==> src/mipp_pkg.sv <==
// Shared types and constants for the MQTT incoming packet parser.
`default_nettype none
package mipp_pkg;

  typedef enum logic [1:0] {
    STAT_WAIT = 2'd0,
    STAT_DONE = 2'd1,
    STAT_ERR  = 2'd2
  } status_t;

  typedef enum logic [1:0] {
    KIND_HDR     = 2'd0,
    KIND_TOPIC   = 2'd1,
    KIND_PAYLOAD = 2'd2,
    KIND_SUBACK  = 2'd3
  } kind_t;

  typedef enum logic [12:0] {
    ST_HDR     = 13'b0000000000001,
    ST_RLFIX   = 13'b0000000000010,
    ST_RLVAR   = 13'b0000000000100,
    ST_RLNONE  = 13'b0000000001000,
    ST_CONN1   = 13'b0000000010000,
    ST_CONN2   = 13'b0000000100000,
    ST_PID1    = 13'b0000001000000,
    ST_PID2    = 13'b0000010000000,
    ST_TLEN1   = 13'b0000100000000,
    ST_TLEN2   = 13'b0001000000000,
    ST_TOPIC   = 13'b0010000000000,
    ST_PAYLOAD = 13'b0100000000000,
    ST_SUBACK  = 13'b1000000000000
  } step_t;

  // fixed header bytes
  localparam logic [7:0] HDR_CONNACK  = 8'h20;
  localparam logic [7:0] HDR_PUBACK   = 8'h40;
  localparam logic [7:0] HDR_PUBREC   = 8'h50;
  localparam logic [7:0] HDR_PUBREL   = 8'h62;
  localparam logic [7:0] HDR_PUBCOMP  = 8'h70;
  localparam logic [7:0] HDR_SUBACK   = 8'h90;
  localparam logic [7:0] HDR_UNSUBACK = 8'hB0;
  localparam logic [7:0] HDR_PINGRESP = 8'hD0;
  localparam logic [3:0] TYPE_CONNACK = 4'h2;
  localparam logic [3:0] TYPE_PUBLISH = 4'h3;
  localparam logic [3:0] TYPE_SUBACK  = 4'h9;
  localparam logic [7:0] SUBACK_FAIL  = 8'h80;

  typedef struct packed {
    status_t     status;
    kind_t       item_kind;
    logic [7:0]  data_byte;
    logic [7:0]  packet_type;
    logic [15:0] packet_id;
    logic [27:0] remaining_length;
    logic [15:0] topic_length;
    logic        session_present;
    logic [2:0]  connack_code;
  } result_t;

endpackage
`default_nettype wire

==> src/mqtt_incoming_packet_parser_unit.sv <==
// Top level of the MQTT 3.1.1 incoming packet parser.
// Takes one received word per cycle while out_stall is low and returns one result
// word per received word, after it passes the input register and then the result
// register, with the parser state updated as the word moves between them.
// Throughput is one word per cycle while out_stall is low; when the result
// register is stalled the input register still takes one more word and then
// in_stall rises until the result is taken.
`default_nettype none
module mqtt_incoming_packet_parser_unit #(
  parameter int SUBACK_MAX_CODES = 32
) (
  input  wire logic        clk,
  input  wire logic        rst_n,
  input  wire logic        in_valid,
  output logic             in_stall,
  input  wire logic [7:0]  in_rx_byte,
  output logic             out_valid,
  input  wire logic        out_stall,
  output logic [1:0]       out_status,
  output logic [1:0]       out_item_kind,
  output logic [7:0]       out_data_byte,
  output logic [7:0]       out_packet_type,
  output logic [15:0]      out_packet_id,
  output logic [27:0]      out_remaining_length,
  output logic [15:0]      out_topic_length,
  output logic             out_session_present,
  output logic [2:0]       out_connack_code
);
  import mipp_pkg::*;

  logic       byte_valid;
  logic [7:0] byte_data;
  logic       adv;
  logic       out_v_r, out_v_nxt;
  result_t    res;
  result_t    res_r;

  // advance when the result register is empty or being drained
  assign adv       = byte_valid & (~out_v_r | ~out_stall);
  assign out_v_nxt = adv | (out_v_r & out_stall);

  mipp_in_stage u_in (
    .clk        (clk),
    .rst_n      (rst_n),
    .in_valid   (in_valid),
    .in_stall   (in_stall),
    .in_rx_byte (in_rx_byte),
    .take       (adv),
    .byte_valid (byte_valid),
    .byte_data  (byte_data)
  );

  mipp_parser #(
    .SUBACK_MAX_CODES (SUBACK_MAX_CODES)
  ) u_parse (
    .clk     (clk),
    .rst_n   (rst_n),
    .fire    (adv),
    .rx_byte (byte_data),
    .result  (res)
  );

  always_ff @(posedge clk) begin
    if (!rst_n) begin
      out_v_r <= 1'b0;
    end else begin
      out_v_r <= out_v_nxt;
    end
  end

  always_ff @(posedge clk) begin
    if (adv) begin
      res_r <= res;
    end
  end

  assign out_valid            = out_v_r;
  assign out_status           = res_r.status;
  assign out_item_kind        = res_r.item_kind;
  assign out_data_byte        = res_r.data_byte;
  assign out_packet_type      = res_r.packet_type;
  assign out_packet_id        = res_r.packet_id;
  assign out_remaining_length = res_r.remaining_length;
  assign out_topic_length     = res_r.topic_length;
  assign out_session_present  = res_r.session_present;
  assign out_connack_code     = res_r.connack_code;

endmodule
`default_nettype wire

==> src/mipp_in_stage.sv <==
// Input register stage: holds one received word until the parser takes it.
`default_nettype none
module mipp_in_stage (
  input  wire logic       clk,
  input  wire logic       rst_n,
  input  wire logic       in_valid,
  output logic            in_stall,
  input  wire logic [7:0] in_rx_byte,
  input  wire logic       take,
  output logic            byte_valid,
  output logic [7:0]      byte_data
);
  import mipp_pkg::*;

  logic       v_r, v_nxt;
  logic [7:0] b_r;
  logic       load;

  assign in_stall   = v_r & ~take;
  assign load       = in_valid & ~in_stall;
  assign v_nxt      = load | (v_r & ~take);
  assign byte_valid = v_r;
  assign byte_data  = b_r;

  always_ff @(posedge clk) begin
    if (!rst_n) begin
      v_r <= 1'b0;
    end else begin
      v_r <= v_nxt;
    end
  end

  always_ff @(posedge clk) begin
    if (load) begin
      b_r <= in_rx_byte;
    end
  end

endmodule
`default_nettype wire

==> src/mipp_parser.sv <==
// Parser state and the per-byte next-state and result logic.
`default_nettype none
module mipp_parser #(
  parameter int SUBACK_MAX_CODES = 32
) (
  input  wire logic       clk,
  input  wire logic       rst_n,
  input  wire logic       fire,
  input  wire logic [7:0] rx_byte,
  output mipp_pkg::result_t result
);
  import mipp_pkg::*;

  localparam logic [27:0] SubackMax = 28'(SUBACK_MAX_CODES);

  step_t       step_r, step_nxt;
  logic [7:0]  hdr_r, hdr_nxt;
  logic [2:0]  lbc_r, lbc_nxt;
  logic [27:0] dlen_r, dlen_nxt;
  logic [15:0] id_r, id_nxt;
  logic [15:0] ts_r, ts_nxt;
  logic [27:0] pos_r, pos_nxt;
  logic [27:0] ptot_r, ptot_nxt;
  logic        sess_r, sess_nxt;
  logic [2:0]  rc_r, rc_nxt;

  status_t     st;
  kind_t       kind;
  logic [1:0]  k;
  logic [27:0] len_part;
  logic [27:0] dlen_or;
  logic [27:0] pos_inc;
  logic [15:0] id_or;
  logic [15:0] ts_or;
  logic [17:0] need;
  logic        qos;

  assign qos     = (hdr_r[2:1] != 2'b00);
  assign k       = lbc_r[1:0];
  assign pos_inc = pos_r + 28'd1;
  assign id_or   = id_r | {8'h00, rx_byte};
  assign ts_or   = ts_r | {8'h00, rx_byte};
  assign need    = 18'd2 + {2'b00, ts_or} + (qos ? 18'd2 : 18'd0);
  assign dlen_or = dlen_r | len_part;

  always_comb begin
    case (k)
      2'd0:    len_part = {21'b0, rx_byte[6:0]};
      2'd1:    len_part = {14'b0, rx_byte[6:0], 7'b0};
      2'd2:    len_part = {7'b0, rx_byte[6:0], 14'b0};
      default: len_part = {rx_byte[6:0], 21'b0};
    endcase
  end

  always_comb begin
    step_nxt = step_r;
    hdr_nxt  = hdr_r;
    lbc_nxt  = lbc_r;
    dlen_nxt = dlen_r;
    id_nxt   = id_r;
    ts_nxt   = ts_r;
    pos_nxt  = pos_r;
    ptot_nxt = ptot_r;
    sess_nxt = sess_r;
    rc_nxt   = rc_r;
    st       = STAT_WAIT;
    kind     = KIND_HDR;
    case (step_r)
      ST_RLFIX: begin
        dlen_nxt = {20'b0, rx_byte};
        if (rx_byte != 8'd2) begin
          st       = STAT_ERR;
          step_nxt = ST_HDR;
        end else begin
          step_nxt = (hdr_r[7:4] == TYPE_CONNACK) ? ST_CONN1 : ST_PID1;
        end
      end
      ST_RLVAR: begin
        dlen_nxt = dlen_or;
        if (rx_byte[7]) begin
          lbc_nxt = {1'b0, k} + 3'd1;
          if (k == 2'd3) begin
            st       = STAT_ERR;
            step_nxt = ST_HDR;
          end
        end else if (hdr_r[7:4] == TYPE_PUBLISH) begin
          step_nxt = ST_TLEN1;
        end else if (dlen_or > 28'd2 && (dlen_or - 28'd2) < SubackMax) begin
          ptot_nxt = dlen_or - 28'd2;
          pos_nxt  = '0;
          step_nxt = ST_PID1;
        end else begin
          st       = STAT_ERR;
          step_nxt = ST_HDR;
        end
      end
      ST_RLNONE: begin
        dlen_nxt = {20'b0, rx_byte};
        st       = (rx_byte == 8'd0) ? STAT_DONE : STAT_ERR;
        step_nxt = ST_HDR;
      end
      ST_CONN1: begin
        if (rx_byte < 8'd2) begin
          sess_nxt = rx_byte[0];
          step_nxt = ST_CONN2;
        end else begin
          st       = STAT_ERR;
          step_nxt = ST_HDR;
        end
      end
      ST_CONN2: begin
        if (rx_byte <= 8'd5) begin
          rc_nxt = rx_byte[2:0];
          st     = STAT_DONE;
        end else begin
          st = STAT_ERR;
        end
        step_nxt = ST_HDR;
      end
      ST_PID1: begin
        id_nxt   = {rx_byte, 8'h00};
        step_nxt = ST_PID2;
      end
      ST_PID2: begin
        id_nxt = id_or;
        if (id_or == 16'd0) begin
          st       = STAT_ERR;
          step_nxt = ST_HDR;
        end else begin
          pos_nxt = '0;
          if (hdr_r[7:4] == TYPE_SUBACK) begin
            step_nxt = ST_SUBACK;
          end else if (hdr_r[7:4] == TYPE_PUBLISH) begin
            ptot_nxt = ptot_r - 28'd2;
            if (ptot_r == 28'd2) begin
              st       = STAT_DONE;
              step_nxt = ST_HDR;
            end else begin
              step_nxt = ST_PAYLOAD;
            end
          end else begin
            st       = STAT_DONE;
            step_nxt = ST_HDR;
          end
        end
      end
      ST_TLEN1: begin
        ts_nxt   = {rx_byte, 8'h00};
        step_nxt = ST_TLEN2;
      end
      ST_TLEN2: begin
        ts_nxt = ts_or;
        if ({10'b0, need} > dlen_r) begin
          st       = STAT_ERR;
          step_nxt = ST_HDR;
        end else begin
          ptot_nxt = dlen_r - 28'd2 - {12'b0, ts_or};
          pos_nxt  = '0;
          if (ts_or != 16'd0) begin
            step_nxt = ST_TOPIC;
          end else if (qos) begin
            step_nxt = ST_PID1;
          end else if (dlen_r - 28'd2 == 28'd0) begin
            st       = STAT_DONE;
            step_nxt = ST_HDR;
          end else begin
            step_nxt = ST_PAYLOAD;
          end
        end
      end
      ST_TOPIC: begin
        kind    = KIND_TOPIC;
        pos_nxt = pos_inc;
        if (pos_inc >= {12'b0, ts_r}) begin
          // topic finished: packet id next, else payload or done
          pos_nxt = '0;
          if (qos) begin
            step_nxt = ST_PID1;
          end else if (ptot_r == 28'd0) begin
            st       = STAT_DONE;
            step_nxt = ST_HDR;
          end else begin
            step_nxt = ST_PAYLOAD;
          end
        end
      end
      ST_PAYLOAD: begin
        kind    = KIND_PAYLOAD;
        pos_nxt = pos_inc;
        if (pos_inc >= ptot_r) begin
          st       = STAT_DONE;
          step_nxt = ST_HDR;
        end
      end
      ST_SUBACK: begin
        kind = KIND_SUBACK;
        if (rx_byte < 8'd3 || rx_byte == SUBACK_FAIL) begin
          pos_nxt = pos_inc;
          if (pos_inc >= ptot_r) begin
            st       = STAT_DONE;
            step_nxt = ST_HDR;
          end
        end else begin
          st       = STAT_ERR;
          step_nxt = ST_HDR;
        end
      end
      default: begin
        // fixed header: clear per-packet state
        hdr_nxt  = rx_byte;
        lbc_nxt  = '0;
        dlen_nxt = '0;
        id_nxt   = '0;
        ts_nxt   = '0;
        pos_nxt  = '0;
        ptot_nxt = '0;
        sess_nxt = 1'b0;
        rc_nxt   = '0;
        if (rx_byte[7:4] == TYPE_PUBLISH) begin
          if (rx_byte[3:0] <= 4'h5 || rx_byte[3:0] >= 4'hA) begin
            step_nxt = ST_RLVAR;
          end else begin
            st       = STAT_ERR;
            step_nxt = ST_HDR;
          end
        end else begin
          case (rx_byte)
            HDR_CONNACK, HDR_PUBACK, HDR_PUBREC, HDR_PUBREL, HDR_PUBCOMP,
            HDR_UNSUBACK: step_nxt = ST_RLFIX;
            HDR_SUBACK:   step_nxt = ST_RLVAR;
            HDR_PINGRESP: step_nxt = ST_RLNONE;
            default: begin
              st       = STAT_ERR;
              step_nxt = ST_HDR;
            end
          endcase
        end
      end
    endcase
  end

  always_comb begin
    result.status           = st;
    result.item_kind        = kind;
    result.data_byte        = rx_byte;
    result.packet_type      = hdr_nxt;
    result.packet_id        = id_nxt;
    result.remaining_length = dlen_nxt;
    result.topic_length     = ts_nxt;
    result.session_present  = sess_nxt;
    result.connack_code     = rc_nxt;
  end

  always_ff @(posedge clk) begin
    if (!rst_n) begin
      step_r <= ST_HDR;
      hdr_r  <= '0;
      lbc_r  <= '0;
      dlen_r <= '0;
      id_r   <= '0;
      ts_r   <= '0;
      pos_r  <= '0;
      ptot_r <= '0;
      sess_r <= 1'b0;
      rc_r   <= '0;
    end else if (fire) begin
      step_r <= step_nxt;
      hdr_r  <= hdr_nxt;
      lbc_r  <= lbc_nxt;
      dlen_r <= dlen_nxt;
      id_r   <= id_nxt;
      ts_r   <= ts_nxt;
      pos_r  <= pos_nxt;
      ptot_r <= ptot_nxt;
      sess_r <= sess_nxt;
      rc_r   <= rc_nxt;
    end
  end

endmodule
`default_nettype wire

==> config.mk <==
export PLATFORM = sky130hd
export DESIGN_NAME = mqtt_incoming_packet_parser_unit
export DESIGN_NICKNAME = d
export VERILOG_FILES = /design/src/mipp_pkg.sv /design/src/mqtt_incoming_packet_parser_unit.sv /design/src/mipp_in_stage.sv /design/src/mipp_parser.sv
export SDC_FILE = /design/constraint.sdc
export NUM_CORES = 1
export LEC_CHECK = 0
export BUFFER_PORTS_ARGS = -buffer_cell sky130_fd_sc_hd__buf_2
export CAP_MARGIN = 20
export CORE_MARGIN = 4
export CORE_UTILIZATION = 58
export CTS_BUF_LIST = sky130_fd_sc_hd__clkbuf_8
export CTS_CLUSTER_SIZE = 28
export DETAILED_ROUTE_END_ITERATION = 6
export PLACE_DENSITY = 0.88
export SLEW_MARGIN = 0
export SYNTH_ARGS = -nofsm -noshare
export SYNTH_HDL_FRONTEND = slang
export SYNTH_HIERARCHICAL = 1
export SYNTH_SLANG_ARGS = --single-unit
==> constraint.sdc <==
create_clock -name clk -period 9.8 [get_ports clk]
set_input_delay 0.49 -clock clk [delete_from_list [all_inputs] [get_ports clk]]
set_output_delay 0.49 -clock clk [all_outputs]
set_load 0.005 [all_outputs]
==> impl_summary.log, run 1 <==
INFO  metric firstDrtPassIters = 7
INFO  metric tritoncts = done
INFO  metric layout.cells.most_common = sky130_fd_sc_hd__nor2_1
INFO  metric cts_buffer_depth = 3
INFO  metric seq_area_frac_synth = 35.1%
INFO  metric routed_wirelength = about 57 mm
INFO  metric crit_fanout = 36
INFO  metric r2r_slack = 3790 ps
INFO  metric crit_path_start_kind = flop
INFO  metric worst_path_max_delay_cell = sky130_fd_sc_hd__o21ai_1
INFO  metric final_cell_count_no_fill = 2382
INFO  metric slew_viol_final = 0
INFO  metric setup-violations-final = 0
INFO  metric grt_overflow = 0
INFO  metric cp.arrival = 6450 ps
INFO  metric grt_max_degree = 128
INFO  metric synthXorXnorAreaFrac = 7.10%
INFO  metric synth.area.mux_share = 1.36%
INFO  metric peakVddDrop = 0.119 mV
INFO  metric floorplan.io_pins = 98
INFO  metric min_period = 6010 ps
INFO  metric root_buffer = sky130_fd_sc_hd__clkbuf_8
INFO  metric portion_of_the_clock_cycle_consumed_by_the_worst_path_in_the_final_layout = 61.3%
INFO  metric postSynthCellCount = just under 2000
INFO  metric die_area = 30600 µm²
INFO  metric yosysWarnings = 6
INFO  metric fin_tns_setup = 0 ps
INFO  metric n_fill_cell = 2316
INFO  metric detailedPlacementHpwl = 40.4 mm
INFO  metric power-per-cell-area = 132 nW/µm²
INFO  metric dp.cells = 2310
INFO  metric grt_first_pass_wirelength = 86.2 mm
INFO  metric yosys_register_bits = 237
INFO  metric syn_nets = 2058
INFO  metric clock_latency = around 560 ps
INFO  metric finalCoreUtilization = roughly 64%
INFO  metric synth_cell_type_count = 82
INFO  metric critical_path.cell_chain = buf_4 -> nor2_1 -> ha_1 -> inv_1 -> ha_1 -> ha_1 -> o21ai_0 -> nor4_1 -> nor2b_1 -> nor3b_1 -> ha_1 -> o21bai_1 -> nor4b_1 -> o311ai_0 -> a31o_2 -> o21bai_1 -> nor3_1 -> and4_1 -> o21ai_1 -> a221oi_1 -> a221oi_1
INFO  metric avgViaCountPerCell = 6.79
INFO  metric status = complete, but fails checks
INFO  metric post_cts_resized = 0
INFO  metric post_route_cells_drive_above_1_share = 11.3%
INFO  metric grt_util_all_layers = 35.7%
INFO  metric crit_required = 10240 ps
INFO  metric drt_iter0_drc = 2304
INFO  metric synth_top_family_by_area = simple AND/OR/NAND/NOR gates
INFO  metric synth_simple_gate_area_share = between 20% and 30%
INFO  metric multi_input_combinational_cell_area = 9600 µm²
INFO  metric critical_path.max_stage_delay = 840 ps
INFO  metric cts_setup_buffers = 0
INFO  metric route.antenna.remaining_nets = 0
INFO  metric std_cell_rows = 60
INFO  metric fmaxAchievable = 0.166 GHz
INFO  metric antenna_found_initial = 0
INFO  metric crit_type = flop to flop
INFO  metric die_h = 175 µm
INFO  metric slew-limit-headroom = approximately 28%
INFO  metric cpMostUsedCell = sky130_fd_sc_hd__ha_1
INFO  metric max_cap_viol_count = 0
INFO  metric crit_path_end_kind = flop
INFO  metric stdcell_area = approximately 18000 µm²
INFO  metric area.growth.synth_to_final = 8.40%
INFO  metric floorplan.initialDensity = 59.5%
INFO  metric antenna_cells = 0
INFO  metric power.leakage = 6.58 nW
INFO  metric design.final.nets = 2083
INFO  metric place_congestion = 1.01
INFO  metric remaining_drc_errors = 1
INFO  metric timing.final.ws_setup = 3790 ps
INFO  metric rsz0062_at_grt = false
INFO  metric post_drt_wl_per_cell = 23.9 µm
INFO  metric ctsHoldBuffers = 0
INFO  metric worst_clock_skew = about 25 ps
INFO  metric hold_wc_path_type = primary input to flop
INFO  metric synth-main-ff-cell = sky130_fd_sc_hd__dfxtp_1
INFO  metric port-buffer-count = 97
INFO  metric ctsHtreeMaxLevel = 2
INFO  metric numClockSinks = 237
INFO  metric worst_setup_hold_path_clk_slew = 70 ps
INFO  metric placement.cell_area = 16700 µm²
INFO  metric syn-mean-instance-area = 8.27 µm²
INFO  metric tightestPinTransition = 1070 ps
INFO  metric first_global_vias = 15300
INFO  metric timing_hold_violations_final = 0
INFO  metric asyncSetResetFlopFracSynth = 0%
INFO  metric place_worst_setup_slack = 4040 ps
INFO  metric synth_enable_flop_cells = 92
INFO  metric vias = 16200
INFO  metric synth_adder_area_share = 7.09%
INFO  metric violations = design-rule violations
INFO  metric dieWidth = 175 µm
INFO  metric cts_made_buffers = 40
INFO  metric synth_compound_gate_area_share = 18.9%
INFO  metric core_area = between 20000 and 30000 µm²
INFO  metric final_cell_mix = sky130_fd_sc_hd__nor2_1, sky130_fd_sc_hd__dfxtp_1, sky130_fd_sc_hd__a21oi_1, sky130_fd_sc_hd__nand2_1, sky130_fd_sc_hd__o21ai_0
INFO  metric layout.area.seq = 5670 µm²
INFO  metric area_of_the_mapped_netlist = 16200 µm²
==> critical path, delay by kind of cell, from the launching register on <==
family                     cells  cell delay [ps]
AOI/OAI and AO/OA              8             2290
and+or+nand+nor                7             1960
buffers and inverters          2              460
DFF                            1              320
adders and majority gates      4              830
==> cell usage after synthesis (13+ instances only) <==
| library cell | n | area (µm²) |
|---|---|---|
| sky130_fd_sc_hd__nor2_1 | 221 | 830 |
| sky130_fd_sc_hd__or4_1 | 16 | 120 |
| sky130_fd_sc_hd__a21oi_1 | 142 | 711 |
| sky130_fd_sc_hd__or3_1 | 14 | 87.6 |
| sky130_fd_sc_hd__o21ai_0 | 101 | 505 |
| sky130_fd_sc_hd__nor3_1 | 52 | 260 |
| sky130_fd_sc_hd__inv_1 | 86 | 323 |
| sky130_fd_sc_hd__nor4_1 | 36 | 225 |
| sky130_fd_sc_hd__buf_2 | 15 | 75.1 |
| sky130_fd_sc_hd__mux2i_1 | 13 | 130 |
| sky130_fd_sc_hd__nor2b_1 | 21 | 131 |
| sky130_fd_sc_hd__ha_1 | 90 | 1130 |
| sky130_fd_sc_hd__xor2_1 | 33 | 289 |
| sky130_fd_sc_hd__nand2_1 | 132 | 495 |
| sky130_fd_sc_hd__a22o_1 | 17 | 149 |
| sky130_fd_sc_hd__clkbuf_1 | 109 | 409 |
| sky130_fd_sc_hd__o22ai_1 | 18 | 113 |
| sky130_fd_sc_hd__or2_2 | 15 | 93.8 |
| sky130_fd_sc_hd__a21o_1 | 17 | 128 |
| sky130_fd_sc_hd__and2_1 | 14 | 87.6 |
| sky130_fd_sc_hd__xnor2_1 | 98 | 858 |
| sky130_fd_sc_hd__edfxtp_1 | 92 | 2760 |
| sky130_fd_sc_hd__a211oi_1 | 24 | 180 |
| sky130_fd_sc_hd__nand3_1 | 90 | 450 |
| sky130_fd_sc_hd__dfxtp_1 | 145 | 2900 |
| sky130_fd_sc_hd__nand2b_1 | 24 | 150 |
| sky130_fd_sc_hd__a31oi_1 | 20 | 125 |
| sky130_fd_sc_hd__and3_1 | 19 | 119 |
| sky130_fd_sc_hd__nand4_1 | 46 | 288 |
| sky130_fd_sc_hd__a22oi_1 | 30 | 225 |
==> path summary, 6_finish.rpt <==
kind,to,depth (start not counted),from
worst max register to register,u_parse/ptot_r[23]$_SDFFE_PN0P_,21,u_in/byte_data[1]$_DFFE_PP_
worst min-delay path,u_in/byte_data[4]$_DFFE_PP_,1,in_rx_byte[4]
worst max-delay path,u_parse/ptot_r[23]$_SDFFE_PN0P_,21,u_in/byte_data[1]$_DFFE_PP_
worst min register to register,u_parse/hdr_r[1]$_SDFFE_PN0P_,2,u_parse/hdr_r[1]$_SDFFE_PN0P_
==> sequential cells by signal (all words and copies together) (netlist names), 13 cells and up <==
signal	cells
u_parse/step_r	13
u_parse/dlen_r	28
out_topic_length	16
out_packet_id	16
out_remaining_length	28
u_parse/pos_r	28
u_parse/id_r	16
u_parse/ts_r	16
u_parse/ptot_r	28
==> where the power goes <==
part	internal, mW	switching (mW)	total (mW)
Combinational	0.122	0.239	0.361
Sequential	1.06	0.0200	1.08
Clock	0.446	0.424	0.870
Total	1.63	0.683	2.31
==> logic make-up (layout without fill, tap and decap cells) <==
group	Yosys count	in the layout
adder cells (fa/ha/maj)	91	91
multiplexers	21	21
AND/OR/NAND/NOR	768	768
XOR/XNOR	131	131
flip-flops	237	237
buffers and inverters	227	282
AO/OA/AOI/OAI	480	480
==> layout make-up <==
cell class,count,area share (%)
Clock buffer,48,3.77
Clock inverter,24,0.621
Tap cell,372,2.66
Timing Repair Buffer,123,3.94
Multi-Input combinational cell,1491,54.8
Sequential cell,237,32.3
Inverter,87,1.86
==> per-layer routing <==
| metal | up-vias | GRT usage [%] | wire length, µm |
|---|---|---|---|
| li1 | 7209 | - | - |
| met1 | 7653 | 46.1 | 21700 |
| met2 | 1067 | 58.3 | 26000 |
| met3 | 242 | 6.30 | 6100 |
| met4 | 0 | 17.1 | 3120 |
| met5 | - | 0 | 0 |
==> per-stage QoR <==
stage / total power, mW / hold WS (ps)
after global routing: 2.39 / 103
after detailed placement: 1.45 / 462
after floorplan: 1.34 / 447
final: 2.31 / 117
after CTS: 2.30 / 104
after global placement: 1.44 / 453
(Power assumes the default switching activity.)
==> inputs of run 2 (changes only) <==
CORE_UTILIZATION = 60   (was 58)
PLACE_DENSITY = 0.87   (was 0.88)
clock period = 5.7 ns   (was 9.8 ns; I/O delays follow)
==> impl_summary.log, run 2 (synthesis gave the netlist of run 1 again) <==
INFO  metric rsz0062_at_grt = false
INFO  metric drt_iter0_drc = 2780
INFO  metric area.growth.synth_to_final = 9.82%
INFO  metric std_cell_rows = 59
INFO  metric place_worst_setup_slack = 265 ps
INFO  metric fin_worst_hold_slack = 25.7 ps
INFO  metric slew_viol_final = 0
INFO  metric crit_path_end_kind = flop
INFO  metric first_global_vias = 15400
INFO  metric post_drt_wl_per_cell = 23.1 µm
INFO  metric max_cap_viol_count = 0
INFO  metric timing.final.ws_setup = approximately 450 ps
INFO  metric worst_r2r_endpoint = u_parse/pos_r[11]$_SDFFE_PN0P_
INFO  metric routed_wirelength = 54.8 mm
INFO  metric floorplan.initialDensity = 61.5%
INFO  metric remaining_drc_errors = 0
INFO  metric vias = 16400
INFO  metric stdcell_area = roughly 18000 µm²
INFO  metric layout.cells.most_common = sky130_fd_sc_hd__nor2_1
INFO  metric placement.cell_area = between 15000 and 20000 µm²
INFO  metric worst_clock_skew = 19.7 ps
INFO  metric min_period = 5250 ps
INFO  metric tightestPinTransition = 1170 ps
INFO  metric die_h = 172 µm
INFO  metric cts_setup_buffers = 0
INFO  metric hold_wc_path_type = primary input to flop
INFO  metric r2r_slack = 450 ps
INFO  metric post_route_cells_drive_above_1_share = 11.8%
INFO  metric cts_made_buffers = 41
INFO  metric grt_overflow = 0
INFO  metric peakVddDrop = 0.132 mV
INFO  metric crit_fanout = 29
INFO  metric route.antenna.remaining_nets = 0
INFO  metric power.leakage = 6.74 nW
INFO  metric numClockSinks = 237
INFO  metric cp.arrival = 5710 ps
INFO  metric cts_buffer_depth = 3
INFO  metric fin_tns_setup = 0 ps
INFO  metric floorplan.io_pins = 98
INFO  metric crit_type = flop to flop
INFO  metric ctsHtreeMaxLevel = 2
INFO  metric slew-limit-headroom = 21.7%
INFO  metric antenna_found_initial = 1
INFO  metric die_area = just under 30000 µm²
INFO  metric grt_max_degree = 52
INFO  metric setup-violations-final = 0
INFO  metric grt_first_pass_wirelength = 83.8 mm
INFO  metric timing.critical_path.from = u_parse/ts_r[1]$_SDFFE_PN0P_
INFO  metric final_cell_mix = sky130_fd_sc_hd__nor2_1, sky130_fd_sc_hd__dfxtp_1, sky130_fd_sc_hd__a21oi_1, sky130_fd_sc_hd__nand2_1, sky130_fd_sc_hd__inv_1
INFO  metric crit_required = 6160 ps
INFO  metric finalCoreUtilization = 67.5%
INFO  metric regToRegStartpoint = u_parse/ts_r[1]$_SDFFE_PN0P_
INFO  metric portion_of_the_clock_cycle_consumed_by_the_worst_path_in_the_final_layout = approximately 92%
INFO  metric cp-endpoint = u_parse/pos_r[11]$_SDFFE_PN0P_
INFO  metric detailedPlacementHpwl = between 30 and 40 mm
INFO  metric timing_hold_violations_final = 0
INFO  metric grt_util_all_layers = 35.7%
INFO  metric status = completed
INFO  metric crit_path_start_kind = flop
INFO  metric power-per-cell-area = 232 nW/µm²
INFO  metric place_congestion = approximately 1.1
INFO  metric fmaxAchievable = 0.191 GHz
INFO  metric clock_latency = 550 ps
INFO  metric dieWidth = between 150 and 200 µm
INFO  metric worst_setup_hold_path_clk_slew = 60 ps
INFO  metric root_buffer = sky130_fd_sc_hd__clkbuf_8
INFO  metric core_area = ~26000 µm²
INFO  metric tritoncts = done
INFO  metric avgViaCountPerCell = 6.91
INFO  metric port-buffer-count = 97
INFO  metric design.final.nets = 2106
INFO  metric n_fill_cell = between 2000 and 2500
INFO  metric worstRegToRegCells = 22
INFO  metric firstDrtPassIters = 7
[run 2: cell types whose count changed in the layout (fill, tap and decap cells not counted), moves of 2 or more]
cell	before	now
sky130_fd_sc_hd__buf_4	24	39
sky130_fd_sc_hd__bufinv_16	0	4
sky130_fd_sc_hd__clkbuf_8	48	46
sky130_fd_sc_hd__clkinv_1	5	3
sky130_fd_sc_hd__clkinv_2	5	2
sky130_fd_sc_hd__dlygate4sd3_1	0	8
sky130_fd_sc_hd__inv_1	97	104
[run 2: metal layers]
metal  vias to the layer above  track usage, %  routed length [µm]
li1                       7247               -                   -
met1                      7567            44.0               20000
met2                      1238            56.5               23900
met3                       318            9.76                6960
met4                         2            20.7                3900
met5                         -               0                   7
[run 2: worst min path at each step]
stage                                        startpoint                            end  cells after the start
after floorplan                           in_rx_byte[0]    u_in/byte_data[0]$_DFFE_PP_                      0
after global placement    u_parse/hdr_r[2]$_SDFFE_PN0P_  u_parse/hdr_r[2]$_SDFFE_PN0P_                      2
after detailed placement  u_parse/hdr_r[2]$_SDFFE_PN0P_  u_parse/hdr_r[2]$_SDFFE_PN0P_                      2
after CTS                                 in_rx_byte[2]    u_in/byte_data[2]$_DFFE_PP_                      1
after global routing                      in_rx_byte[2]    u_in/byte_data[2]$_DFFE_PP_                      1
final                                     in_rx_byte[2]    u_in/byte_data[2]$_DFFE_PP_                      1
[run 2: metrics by stage]
step | instances | power (mW)
5_1_grt | 2370 | 4.25
4_1_cts | 2369 | 4.10
2_1_floorplan | 1955 | 2.31
3_3_place_gp | 2286 | 2.47
3_5_place_dp | 2286 | 2.49
6_report | 2371 | 4.11
[run 2: what timing repair did]
action                                 4_1_cts  5_1_grt
endpoints found under the hold margin        8        0
gates resized for setup                      0        1
setup endpoints to repair                    0        5
hold buffers                                 8        0
[run 2: worst max-delay path, stage by stage, from the launching register on]
cell and delay (ps):
sky130_fd_sc_hd__dfxtp_1 400, sky130_fd_sc_hd__nor2_1 90, sky130_fd_sc_hd__ha_1 190, sky130_fd_sc_hd__inv_1 60, sky130_fd_sc_hd__ha_1 170, sky130_fd_sc_hd__ha_1 180
sky130_fd_sc_hd__o21ai_0 150, sky130_fd_sc_hd__nor4_1 440, sky130_fd_sc_hd__nor2b_1 280, sky130_fd_sc_hd__nand3_1 120, sky130_fd_sc_hd__xnor2_1 150, sky130_fd_sc_hd__ha_1 310
sky130_fd_sc_hd__and4_1 220, sky130_fd_sc_hd__nand4_1 120, sky130_fd_sc_hd__o311ai_0 340, sky130_fd_sc_hd__a31o_2 260, sky130_fd_sc_hd__o21bai_1 110, sky130_fd_sc_hd__nor3_1 210
sky130_fd_sc_hd__and4_1 330, sky130_fd_sc_hd__o21ai_2 150, sky130_fd_sc_hd__buf_8 210, sky130_fd_sc_hd__or4b_1 480, sky130_fd_sc_hd__a21oi_1 180
[run 2: final cells by class]
cell class / count / area, µm² / area share, %
Multi-Input combinational cell: 1491 / 9600 / 54.1
Sequential cell: 237 / 5670 / 31.9
Timing Repair Buffer: 145 / 873 / 4.92
Clock buffer: 46 / 633 / 3.57
Tap cell: 335 / 419 / 2.36
Inverter: 87 / 327 / 1.84
Clock inverter: 29 / 224 / 1.26
Antenna cell: 1 / 2.50 / 0.0141
[run 2: power breakdown]
part | total [mW] | leakage (nW) | switching (mW) | internal (mW)
logic | 0.632 | 4.18 | 0.413 | 0.220
registers | 1.86 | 2.06 | 0.0374 | 1.82
clock network | 1.62 | 0.496 | 0.702 | 0.921
